--- src/hw/rtl/ulte_pkg.sv ---
// Shared constants and command/status codes for the unsorted list table engine.
`default_nettype none
package ulte_pkg;
    localparam int CAPACITY    = 32;
    localparam int VALUE_WIDTH = 32;
    localparam int IDX_W       = $clog2(CAPACITY);
    localparam int CNT_W       = $clog2(CAPACITY + 1);
    localparam int CMD_W       = 3;
    localparam int STATUS_W    = 2;

    localparam logic [CMD_W-1:0] CMD_INSERT     = 3'd0;
    localparam logic [CMD_W-1:0] CMD_RETRIEVE   = 3'd1;
    localparam logic [CMD_W-1:0] CMD_DELETE_ONE = 3'd2;
    localparam logic [CMD_W-1:0] CMD_DELETE_ALL = 3'd3;
    localparam logic [CMD_W-1:0] CMD_REWIND     = 3'd4;
    localparam logic [CMD_W-1:0] CMD_READ_NEXT  = 3'd5;

    localparam logic [STATUS_W-1:0] STATUS_OK       = 2'd0;
    localparam logic [STATUS_W-1:0] STATUS_NO_MATCH = 2'd1;
    localparam logic [STATUS_W-1:0] STATUS_FULL     = 2'd2;
    localparam logic [STATUS_W-1:0] STATUS_PAST_END = 2'd3;
endpackage
`default_nettype wire

--- src/hw/rtl/ulte_if.sv ---
// Valid/ready channel interfaces for command and result beats.
`default_nettype none
interface ulte_cmd_if;
    logic                            valid;
    logic                            ready;
    logic [ulte_pkg::CMD_W-1:0]      command;
    logic [ulte_pkg::VALUE_WIDTH-1:0] item_value;

    modport source (output valid, output command, output item_value, input ready);
    modport sink   (input valid, input command, input item_value, output ready);
endinterface

interface ulte_res_if;
    logic                             valid;
    logic                             ready;
    logic [ulte_pkg::STATUS_W-1:0]    status;
    logic                             found;
    logic [ulte_pkg::VALUE_WIDTH-1:0] result_value;
    logic [ulte_pkg::CNT_W-1:0]       entry_count;
    logic                             is_full;

    modport source (output valid, output status, output found, output result_value,
                    output entry_count, output is_full, input ready);
    modport sink   (input valid, input status, input found, input result_value,
                    input entry_count, input is_full, output ready);
endinterface
`default_nettype wire

--- src/hw/rtl/unsorted_list_table_engine_top.sv ---
// Unsorted list table engine: table memory, scan sequencer and result register.
// Each command beat yields exactly one result beat. Insert, rewind, unused codes and a
// refused read are answered from idle; read next goes through one registered memory read.
// Retrieve and delete-first compare one entry per cycle through a single comparator and
// memory read port, and a delete adds a move state that writes the last entry into the
// hole. Delete-all passes through the move state once per removed entry. The command side
// is not ready while a command is in work; the next command is taken no earlier than the
// cycle in which the previous result beat leaves the output register.
`default_nettype none
module unsorted_list_table_engine_top (
    input  wire logic     clk,
    input  wire logic     rst_n,
    ulte_cmd_if.sink      cmd,
    ulte_res_if.source    res
);
    localparam logic [1:0] ST_IDLE = 2'd0;
    localparam logic [1:0] ST_SCAN = 2'd1;
    localparam logic [1:0] ST_MOVE = 2'd2;
    localparam logic [1:0] ST_READ = 2'd3;

    logic [1:0]                        state_reg, state_next;
    logic [ulte_pkg::CNT_W-1:0]        count_reg, count_next;
    logic [ulte_pkg::CNT_W-1:0]        cursor_reg, cursor_next;
    logic [ulte_pkg::IDX_W-1:0]        idx_reg, idx_next;
    logic [ulte_pkg::CMD_W-1:0]        cmd_reg, cmd_next;
    logic [ulte_pkg::VALUE_WIDTH-1:0]  value_reg, value_next;
    logic                              hit_reg, hit_next;

    logic [ulte_pkg::VALUE_WIDTH-1:0]  mem [ulte_pkg::CAPACITY];
    logic [ulte_pkg::VALUE_WIDTH-1:0]  rd_data_reg;
    logic                              rd_en;
    logic [ulte_pkg::IDX_W-1:0]        rd_addr;
    logic                              wr_en;
    logic [ulte_pkg::IDX_W-1:0]        wr_addr;
    logic [ulte_pkg::VALUE_WIDTH-1:0]  wr_data;

    logic                              res_valid_reg, res_valid_next;
    logic [ulte_pkg::STATUS_W-1:0]     status_reg;
    logic                              found_reg;
    logic [ulte_pkg::VALUE_WIDTH-1:0]  result_value_reg;
    logic [ulte_pkg::CNT_W-1:0]        entry_count_reg;
    logic                              is_full_reg;

    logic                              res_load;
    logic [ulte_pkg::STATUS_W-1:0]     res_status;
    logic                              res_found;
    logic [ulte_pkg::VALUE_WIDTH-1:0]  res_value;

    logic                              cmd_ready;
    logic                              cmd_beat;
    logic [ulte_pkg::CNT_W-1:0]        cnt_dec;
    logic [ulte_pkg::CNT_W-1:0]        idx_inc;
    logic [ulte_pkg::CNT_W-1:0]        idx_ext;
    logic                              match;
    logic                              table_full;

    assign cmd_ready  = (state_reg == ST_IDLE) && (!res_valid_reg || res.ready);
    assign cmd_beat   = cmd.valid && cmd_ready;
    assign cmd.ready  = cmd_ready;
    assign cnt_dec    = count_reg - ulte_pkg::CNT_W'(1);
    assign idx_ext    = {1'b0, idx_reg};
    assign idx_inc    = idx_ext + ulte_pkg::CNT_W'(1);
    assign match      = (rd_data_reg == value_reg);
    assign table_full = (count_reg == ulte_pkg::CNT_W'(ulte_pkg::CAPACITY));

    always_comb
    begin
        state_next  = state_reg;
        count_next  = count_reg;
        cursor_next = cursor_reg;
        idx_next    = idx_reg;
        cmd_next    = cmd_reg;
        value_next  = value_reg;
        hit_next    = hit_reg;
        rd_en       = 1'b0;
        rd_addr     = idx_reg;
        wr_en       = 1'b0;
        wr_addr     = idx_reg;
        wr_data     = rd_data_reg;
        res_load    = 1'b0;
        res_status  = ulte_pkg::STATUS_OK;
        res_found   = 1'b0;
        res_value   = '0;

        unique case (state_reg)
            ST_IDLE:
            begin
                if (cmd_beat)
                begin
                    cmd_next   = cmd.command;
                    value_next = cmd.item_value;
                    hit_next   = 1'b0;
                    idx_next   = '0;
                    unique case (cmd.command)
                        ulte_pkg::CMD_INSERT:
                        begin
                            res_load = 1'b1;
                            if (table_full)
                            begin
                                res_status = ulte_pkg::STATUS_FULL;
                            end
                            else
                            begin
                                wr_en      = 1'b1;
                                wr_addr    = count_reg[ulte_pkg::IDX_W-1:0];
                                wr_data    = cmd.item_value;
                                count_next = count_reg + ulte_pkg::CNT_W'(1);
                            end
                        end
                        ulte_pkg::CMD_RETRIEVE, ulte_pkg::CMD_DELETE_ONE,
                        ulte_pkg::CMD_DELETE_ALL:
                        begin
                            if (count_reg == '0)
                            begin
                                res_load   = 1'b1;
                                res_status = ulte_pkg::STATUS_NO_MATCH;
                            end
                            else
                            begin
                                rd_en      = 1'b1;
                                rd_addr    = '0;
                                state_next = ST_SCAN;
                            end
                        end
                        ulte_pkg::CMD_REWIND:
                        begin
                            cursor_next = '0;
                            res_load    = 1'b1;
                        end
                        ulte_pkg::CMD_READ_NEXT:
                        begin
                            if (cursor_reg < count_reg)
                            begin
                                rd_en      = 1'b1;
                                rd_addr    = cursor_reg[ulte_pkg::IDX_W-1:0];
                                state_next = ST_READ;
                            end
                            else
                            begin
                                res_load   = 1'b1;
                                res_status = ulte_pkg::STATUS_PAST_END;
                            end
                        end
                        default:
                        begin
                            res_load = 1'b1;
                        end
                    endcase
                end
            end
            ST_SCAN:
            begin
                if (match && cmd_reg == ulte_pkg::CMD_RETRIEVE)
                begin
                    res_load   = 1'b1;
                    res_found  = 1'b1;
                    res_value  = rd_data_reg;
                    state_next = ST_IDLE;
                end
                else if (match)
                begin
                    hit_next   = 1'b1;
                    rd_en      = 1'b1;
                    rd_addr    = cnt_dec[ulte_pkg::IDX_W-1:0];
                    state_next = ST_MOVE;
                end
                else if (idx_inc < count_reg)
                begin
                    idx_next = idx_inc[ulte_pkg::IDX_W-1:0];
                    rd_en    = 1'b1;
                    rd_addr  = idx_inc[ulte_pkg::IDX_W-1:0];
                end
                else
                begin
                    res_load   = 1'b1;
                    res_status = hit_reg ? ulte_pkg::STATUS_OK : ulte_pkg::STATUS_NO_MATCH;
                    res_found  = hit_reg;
                    state_next = ST_IDLE;
                end
            end
            ST_MOVE:
            begin
                wr_en      = 1'b1;
                wr_addr    = idx_reg;
                wr_data    = rd_data_reg;
                count_next = cnt_dec;
                if (cmd_reg == ulte_pkg::CMD_DELETE_ALL && idx_ext < cnt_dec)
                begin
                    state_next = ST_SCAN;
                end
                else
                begin
                    res_load   = 1'b1;
                    res_found  = 1'b1;
                    state_next = ST_IDLE;
                end
            end
            ST_READ:
            begin
                res_load    = 1'b1;
                res_value   = rd_data_reg;
                cursor_next = cursor_reg + ulte_pkg::CNT_W'(1);
                state_next  = ST_IDLE;
            end
            default:
            begin
                state_next = ST_IDLE;
            end
        endcase

        if (res_load)
        begin
            res_valid_next = 1'b1;
        end
        else if (res.ready)
        begin
            res_valid_next = 1'b0;
        end
        else
        begin
            res_valid_next = res_valid_reg;
        end
    end

    always_ff @(posedge clk or negedge rst_n)
    begin
        if (!rst_n)
        begin
            state_reg     <= ST_IDLE;
            count_reg     <= '0;
            cursor_reg    <= '0;
            idx_reg       <= '0;
            cmd_reg       <= ulte_pkg::CMD_INSERT;
            hit_reg       <= 1'b0;
            res_valid_reg <= 1'b0;
        end
        else
        begin
            state_reg     <= state_next;
            count_reg     <= count_next;
            cursor_reg    <= cursor_next;
            idx_reg       <= idx_next;
            cmd_reg       <= cmd_next;
            hit_reg       <= hit_next;
            res_valid_reg <= res_valid_next;
        end
    end

    always_ff @(posedge clk)
    begin
        value_reg <= value_next;
        if (res_load)
        begin
            status_reg       <= res_status;
            found_reg        <= res_found;
            result_value_reg <= res_value;
            entry_count_reg  <= count_next;
            is_full_reg      <= (count_next == ulte_pkg::CNT_W'(ulte_pkg::CAPACITY));
        end
    end

    always_ff @(posedge clk)
    begin
        if (wr_en)
        begin
            mem[wr_addr] <= wr_data;
        end
        if (rd_en)
        begin
            rd_data_reg <= mem[rd_addr];
        end
    end

    assign res.valid        = res_valid_reg;
    assign res.status       = status_reg;
    assign res.found        = found_reg;
    assign res.result_value = result_value_reg;
    assign res.entry_count  = entry_count_reg;
    assign res.is_full      = is_full_reg;
endmodule
`default_nettype wire

--- src/flat_wrapper.sv ---
// flat-port wrapper written by rule: the top's interface ports become plain ports
module unsorted_list_table_engine_top_flat 
  (clk, rst_n, cmd_valid, cmd_command, cmd_item_value, cmd_ready, res_valid, res_status, res_found, res_result_value, res_entry_count, res_is_full, res_ready);
  ulte_cmd_if cmd_i ();
  ulte_res_if res_i ();
  input  wire logic clk;
  input  wire logic rst_n;
  input wire logic [$bits(cmd_i.valid)-1:0] cmd_valid;
  input wire logic [$bits(cmd_i.command)-1:0] cmd_command;
  input wire logic [$bits(cmd_i.item_value)-1:0] cmd_item_value;
  output wire logic [$bits(cmd_i.ready)-1:0] cmd_ready;
  output wire logic [$bits(res_i.valid)-1:0] res_valid;
  output wire logic [$bits(res_i.status)-1:0] res_status;
  output wire logic [$bits(res_i.found)-1:0] res_found;
  output wire logic [$bits(res_i.result_value)-1:0] res_result_value;
  output wire logic [$bits(res_i.entry_count)-1:0] res_entry_count;
  output wire logic [$bits(res_i.is_full)-1:0] res_is_full;
  input wire logic [$bits(res_i.ready)-1:0] res_ready;
  assign cmd_i.valid = cmd_valid;
  assign cmd_i.command = cmd_command;
  assign cmd_i.item_value = cmd_item_value;
  assign cmd_ready = cmd_i.ready;
  assign res_valid = res_i.valid;
  assign res_status = res_i.status;
  assign res_found = res_i.found;
  assign res_result_value = res_i.result_value;
  assign res_entry_count = res_i.entry_count;
  assign res_is_full = res_i.is_full;
  assign res_i.ready = res_ready;
  unsorted_list_table_engine_top u_core (.clk(clk), .rst_n(rst_n), .cmd(cmd_i), .res(res_i));
endmodule
--- config.mk ---
export PLATFORM = sky130hd
export DESIGN_NAME = unsorted_list_table_engine_top_flat
export DESIGN_NICKNAME = d
export VERILOG_FILES = /design/src/hw/rtl/ulte_pkg.sv /design/src/hw/rtl/ulte_if.sv /design/src/hw/rtl/unsorted_list_table_engine_top.sv /design/src/flat_wrapper.sv
export SDC_FILE = /design/constraint.sdc
export NUM_CORES = 1
export LEC_CHECK = 0
export BUFFER_PORTS_ARGS = -buffer_cell sky130_fd_sc_hd__buf_4
export CORE_ASPECT_RATIO = 1.2
export CORE_MARGIN = 2
export CORE_UTILIZATION = 40
export DETAILED_ROUTE_END_ITERATION = 16
export MAX_ROUTING_LAYER = met4
export PLACE_DENSITY_LB_ADDON = 0.15
export SYNTH_ARGS = -nofsm -noshare
export SYNTH_HDL_FRONTEND = slang
export SYNTH_SLANG_ARGS = --single-unit
--- constraint.sdc ---
create_clock -name clk -period 4.7 [get_ports clk]
set_input_delay 1.41 -clock clk [delete_from_list [all_inputs] [get_ports clk]]
set_output_delay 1.41 -clock clk [all_outputs]
set_load 0.005 [all_outputs]
==> flow_metrics.env <==
export IMPL_status="completed"
export IMPL_synthToLayoutAreaGrowth_pct=17.5
export IMPL_timing_critical_path_required_ns=5.16
export IMPL_num_nets_final=3356
export IMPL_synth_top_area_cell="sky130_fd_sc_hd__edfxtp_1"
export IMPL_clock_sinks=1154
export IMPL_ant_nets=0
export IMPL_grt_start_max_net_pins=67
export IMPL_area_sequential_sq_um=34500
export IMPL_clock_skew_after_layout_ns=0.0332
export IMPL_setup_tns_ns=0
export IMPL_detailedPlacementHpwl_mm=84.6
export IMPL_fillerInstances=9955
export IMPL_endpoint_kind="flip-flop"
export IMPL_ff_latch_count_synth=1154
export IMPL_gr_overflow_total=0
export IMPL_synth_lib_cells_used_distinct=74
export IMPL_number_of_violations_reported_at_the_end_of_detailed_routing_iteration_0=3171
export IMPL_grt_pass1_vias=28400
export IMPL_post_synth_top_area_fraction_pct=72.2
export IMPL_criticalPathCategory="reg -> reg"
export IMPL_yosysSeqAreaShare_pct=73.4
export IMPL_fin_cells=4918
export IMPL_tightestPinTransition_ns=1.20
export IMPL_port_buffers=82
export IMPL_ys_top_cells_by_area="sky130_fd_sc_hd__edfxtp_1 72%, sky130_fd_sc_hd__mux2i_1 4.8%, sky130_fd_sc_hd__a221oi_1 3.5%"
export IMPL_detail_route_vias_per_cell=5.95
export IMPL_syn_nets=3137
export IMPL_num_io_pins=83
export IMPL_max_cap_viol_count=0
export IMPL_leakage_nw=17.8
export IMPL_floorplan_die_area_sq_um=120000
export IMPL_drcViolationCount=0
export IMPL_grt_use_total_pct=24.7
export IMPL_yosys_most_used_dff="sky130_fd_sc_hd__edfxtp_1"
export IMPL_dr_pass1_iters=5
export IMPL_max_slew_headroom_pct=20.0
export IMPL_ctsLongestPathBuffers=3
export IMPL_stdcell_area_sq_um=55200
export IMPL_top_library_cells_by_usage_in_the_layout_fill_and_taps_aside="1130 x sky130_fd_sc_hd__edfxtp_1, 372 x sky130_fd_sc_hd__nand2_1, 238 x sky130_fd_sc_hd__buf_4"
export IMPL_grt_first_pass_wirelength_mm=206
export IMPL_largest_register_ffs=1024
export IMPL_post_route_cells_drive_above_1_share_pct=17.5
export IMPL_min_period_ns=4.47
export IMPL_period_share_pct=95.1
export IMPL_placed_area_sq_um=51800
export IMPL_number_of_flops_mapped_to_enable_cells_by_yosys=1130
export IMPL_dpl_worst_slack_ns=-0.00336
export IMPL_largest_register="u_core.mem"
export IMPL_placeable_core_area_sq_um=116000
export IMPL_fp_row_count=137
export IMPL_final_hold_viol_count=0
export IMPL_critPathMaxFanout=50
export IMPL_cts_htree_levels=3
export IMPL_crit_path_arrival_time_ns=4.93
export IMPL_cts_root_buf="sky130_fd_sc_hd__clkbuf_16"
export IMPL_vias=29300
export IMPL_routabilityCongestion=0.897
export IMPL_routed_wire_length_per_instance_um=29.6
export IMPL_min_path_type="reg -> reg"
export IMPL_area_of_the_multi_input_gates_sq_um=11800
export IMPL_floorplan_initialDensity_pct=40.4
export IMPL_setup_failing_eps_final=0
export IMPL_cts_buffers_inserted=112
export IMPL_clkTransAtPathRegs_ns=0.06
export IMPL_yosys_warnings=0
export IMPL_leading_cell_type_in_the_layout_fill_and_taps_excluded="sky130_fd_sc_hd__edfxtp_1"
export IMPL_setup_worst_path_start_class="flip-flop"
export IMPL_total_power_mw=35.2
export IMPL_drv_slew=0
export IMPL_post_synth_inst_count=3075
export IMPL_clock_latency_at_the_later_pin_of_the_worst_skew_pair_ns=0.73
export IMPL_cts_tree="yes"
export IMPL_netlist_area_sq_um=47000
export IMPL_die_width_um=317
export IMPL_vdd_ir_drop_worst_v=0.000381
export IMPL_rsz0062_at_grt="false"
export IMPL_chipHeight_um=380
export IMPL_place_detailed_instances=4706
export IMPL_finalWorstSetupSlack_ns=0.231
export IMPL_achievable_clock_frequency_mhz=224
export IMPL_grt_antenna_before_repair=4
export IMPL_power_density_nw_per_um2=638
export IMPL_postCtsHoldBufs=0
export IMPL_asyncSetResetFlopFracSynth_pct=2.08
export IMPL_synth_area_per_cell_sq_um=15.3
export IMPL_routed_wirelength_mm=146
worst paths after layout:
| path | depth (start not counted) | slack, ns | endpoint | start |
|---|---|---|---|---|
| min | 2 | 0.54 | u_core.cmd_reg[2]$_DFFE_PN0P_ | u_core.cmd_reg[2]$_DFFE_PN0P_ |
| min in group asynchronous | 1 | 0.59 | u_core.res.valid$_DFFE_PN0P_ | rst_n |
| max in group asynchronous | 1 | 3.82 | u_core.idx_reg[2]$_DFFE_PN0P_ | rst_n |
| max reg2reg | 16 | 0.23 | u_core.rd_data_reg[23]$_DFFE_PP_ | u_core.idx_reg[0]$_DFFE_PN0P_ |
| min reg2reg | 2 | 0.54 | u_core.cmd_reg[2]$_DFFE_PN0P_ | u_core.cmd_reg[2]$_DFFE_PN0P_ |
| max | 16 | 0.23 | u_core.rd_data_reg[23]$_DFFE_PP_ | u_core.idx_reg[0]$_DFFE_PN0P_ |
kinds of logic after synthesis:
group	count (synthesis)	share of synthesized area, %
flip-flops	1154	73.4
AO/OA/AOI/OAI	691	10.8
AND/OR/NAND/NOR	667	6.53
multiplexers	259	5.60
buffers and inverters	236	2.23
XOR/XNOR	45	0.838
adder cells (fa/ha/maj)	23	0.612
metal layers:
layer | up-vias | global-route usage [%] | part of all wire (%)
met5 | - | - | 0
met4 | 0 | 8.77 | 3.3
met3 | 223 | 3.34 | 7.3
met2 | 1377 | 38.8 | 48
met1 | 15000 | 32.8 | 41
li1 | 12600 | - | -
worst max-delay path, cell delays in order, from the launching register on:
cell,delay [ns]
sky130_fd_sc_hd__dfrtp_1,0.36
sky130_fd_sc_hd__ha_1,0.28
sky130_fd_sc_hd__nand3_1,0.16
sky130_fd_sc_hd__xnor2_1,0.16
sky130_fd_sc_hd__ha_1,0.29
sky130_fd_sc_hd__and4_1,0.21
sky130_fd_sc_hd__o21ai_1,0.21
sky130_fd_sc_hd__and3_1,0.27
sky130_fd_sc_hd__a211oi_2,0.35
sky130_fd_sc_hd__o211ai_4,0.21
sky130_fd_sc_hd__buf_12,0.26
sky130_fd_sc_hd__buf_4,0.25
sky130_fd_sc_hd__nand2_1,0.08
sky130_fd_sc_hd__a22oi_1,0.07
sky130_fd_sc_hd__a2111oi_0,0.69
sky130_fd_sc_hd__buf_4,0.23
sky130_fd_sc_hd__a22oi_1,0.07
repair_timing:
item / in CTS / in global routing
buffers inserted: 0 / 3
endpoints found under the setup margin: 0 / 27
gates resized for setup: 0 / 9
layout make-up:
cell class	count	share of cell area, %
Antenna cell	1	0.00453
Clock buffer	146	5.34
Clock inverter	62	0.824
Inverter	19	0.136
Multi-Input combinational cell	1685	21.4
Sequential cell	1154	62.5
Tap cell	1529	3.46
Timing Repair Buffer	322	6.28
cells in the mapped netlist (25+ instances only):
library cell / count
sky130_fd_sc_hd__edfxtp_1: 1130
sky130_fd_sc_hd__nand2_1: 374
sky130_fd_sc_hd__mux2i_1: 227
sky130_fd_sc_hd__a21oi_1: 214
sky130_fd_sc_hd__a221oi_1: 188
sky130_fd_sc_hd__clkbuf_1: 106
sky130_fd_sc_hd__nand3_1: 74
sky130_fd_sc_hd__buf_2: 69
sky130_fd_sc_hd__a21boi_0: 66
sky130_fd_sc_hd__a22oi_1: 65
sky130_fd_sc_hd__nor2_1: 55
sky130_fd_sc_hd__nor3_1: 42
sky130_fd_sc_hd__nor4_1: 40
sky130_fd_sc_hd__xor2_1: 36
sky130_fd_sc_hd__nor2b_1: 35
sky130_fd_sc_hd__mux2_2: 32
sky130_fd_sc_hd__a32oi_1: 31
sky130_fd_sc_hd__a2111oi_0: 26
sky130_fd_sc_hd__o21ai_0: 25
report_power, final:
part | internal [mW] | switching [mW]
Clock | 4.64 | 3.85
Sequential | 13.7 | 0.528
Combinational | 4.40 | 8.11
stage by stage:
step	util, %	hold WS (ns)
global route	47.5	0.571
finish	47.5	0.539
CTS	47.4	0.524
detailed placement	44.5	0.499
floorplan	-	0.467
global placement	44.5	0.503
(Power assumes the default switching activity.)
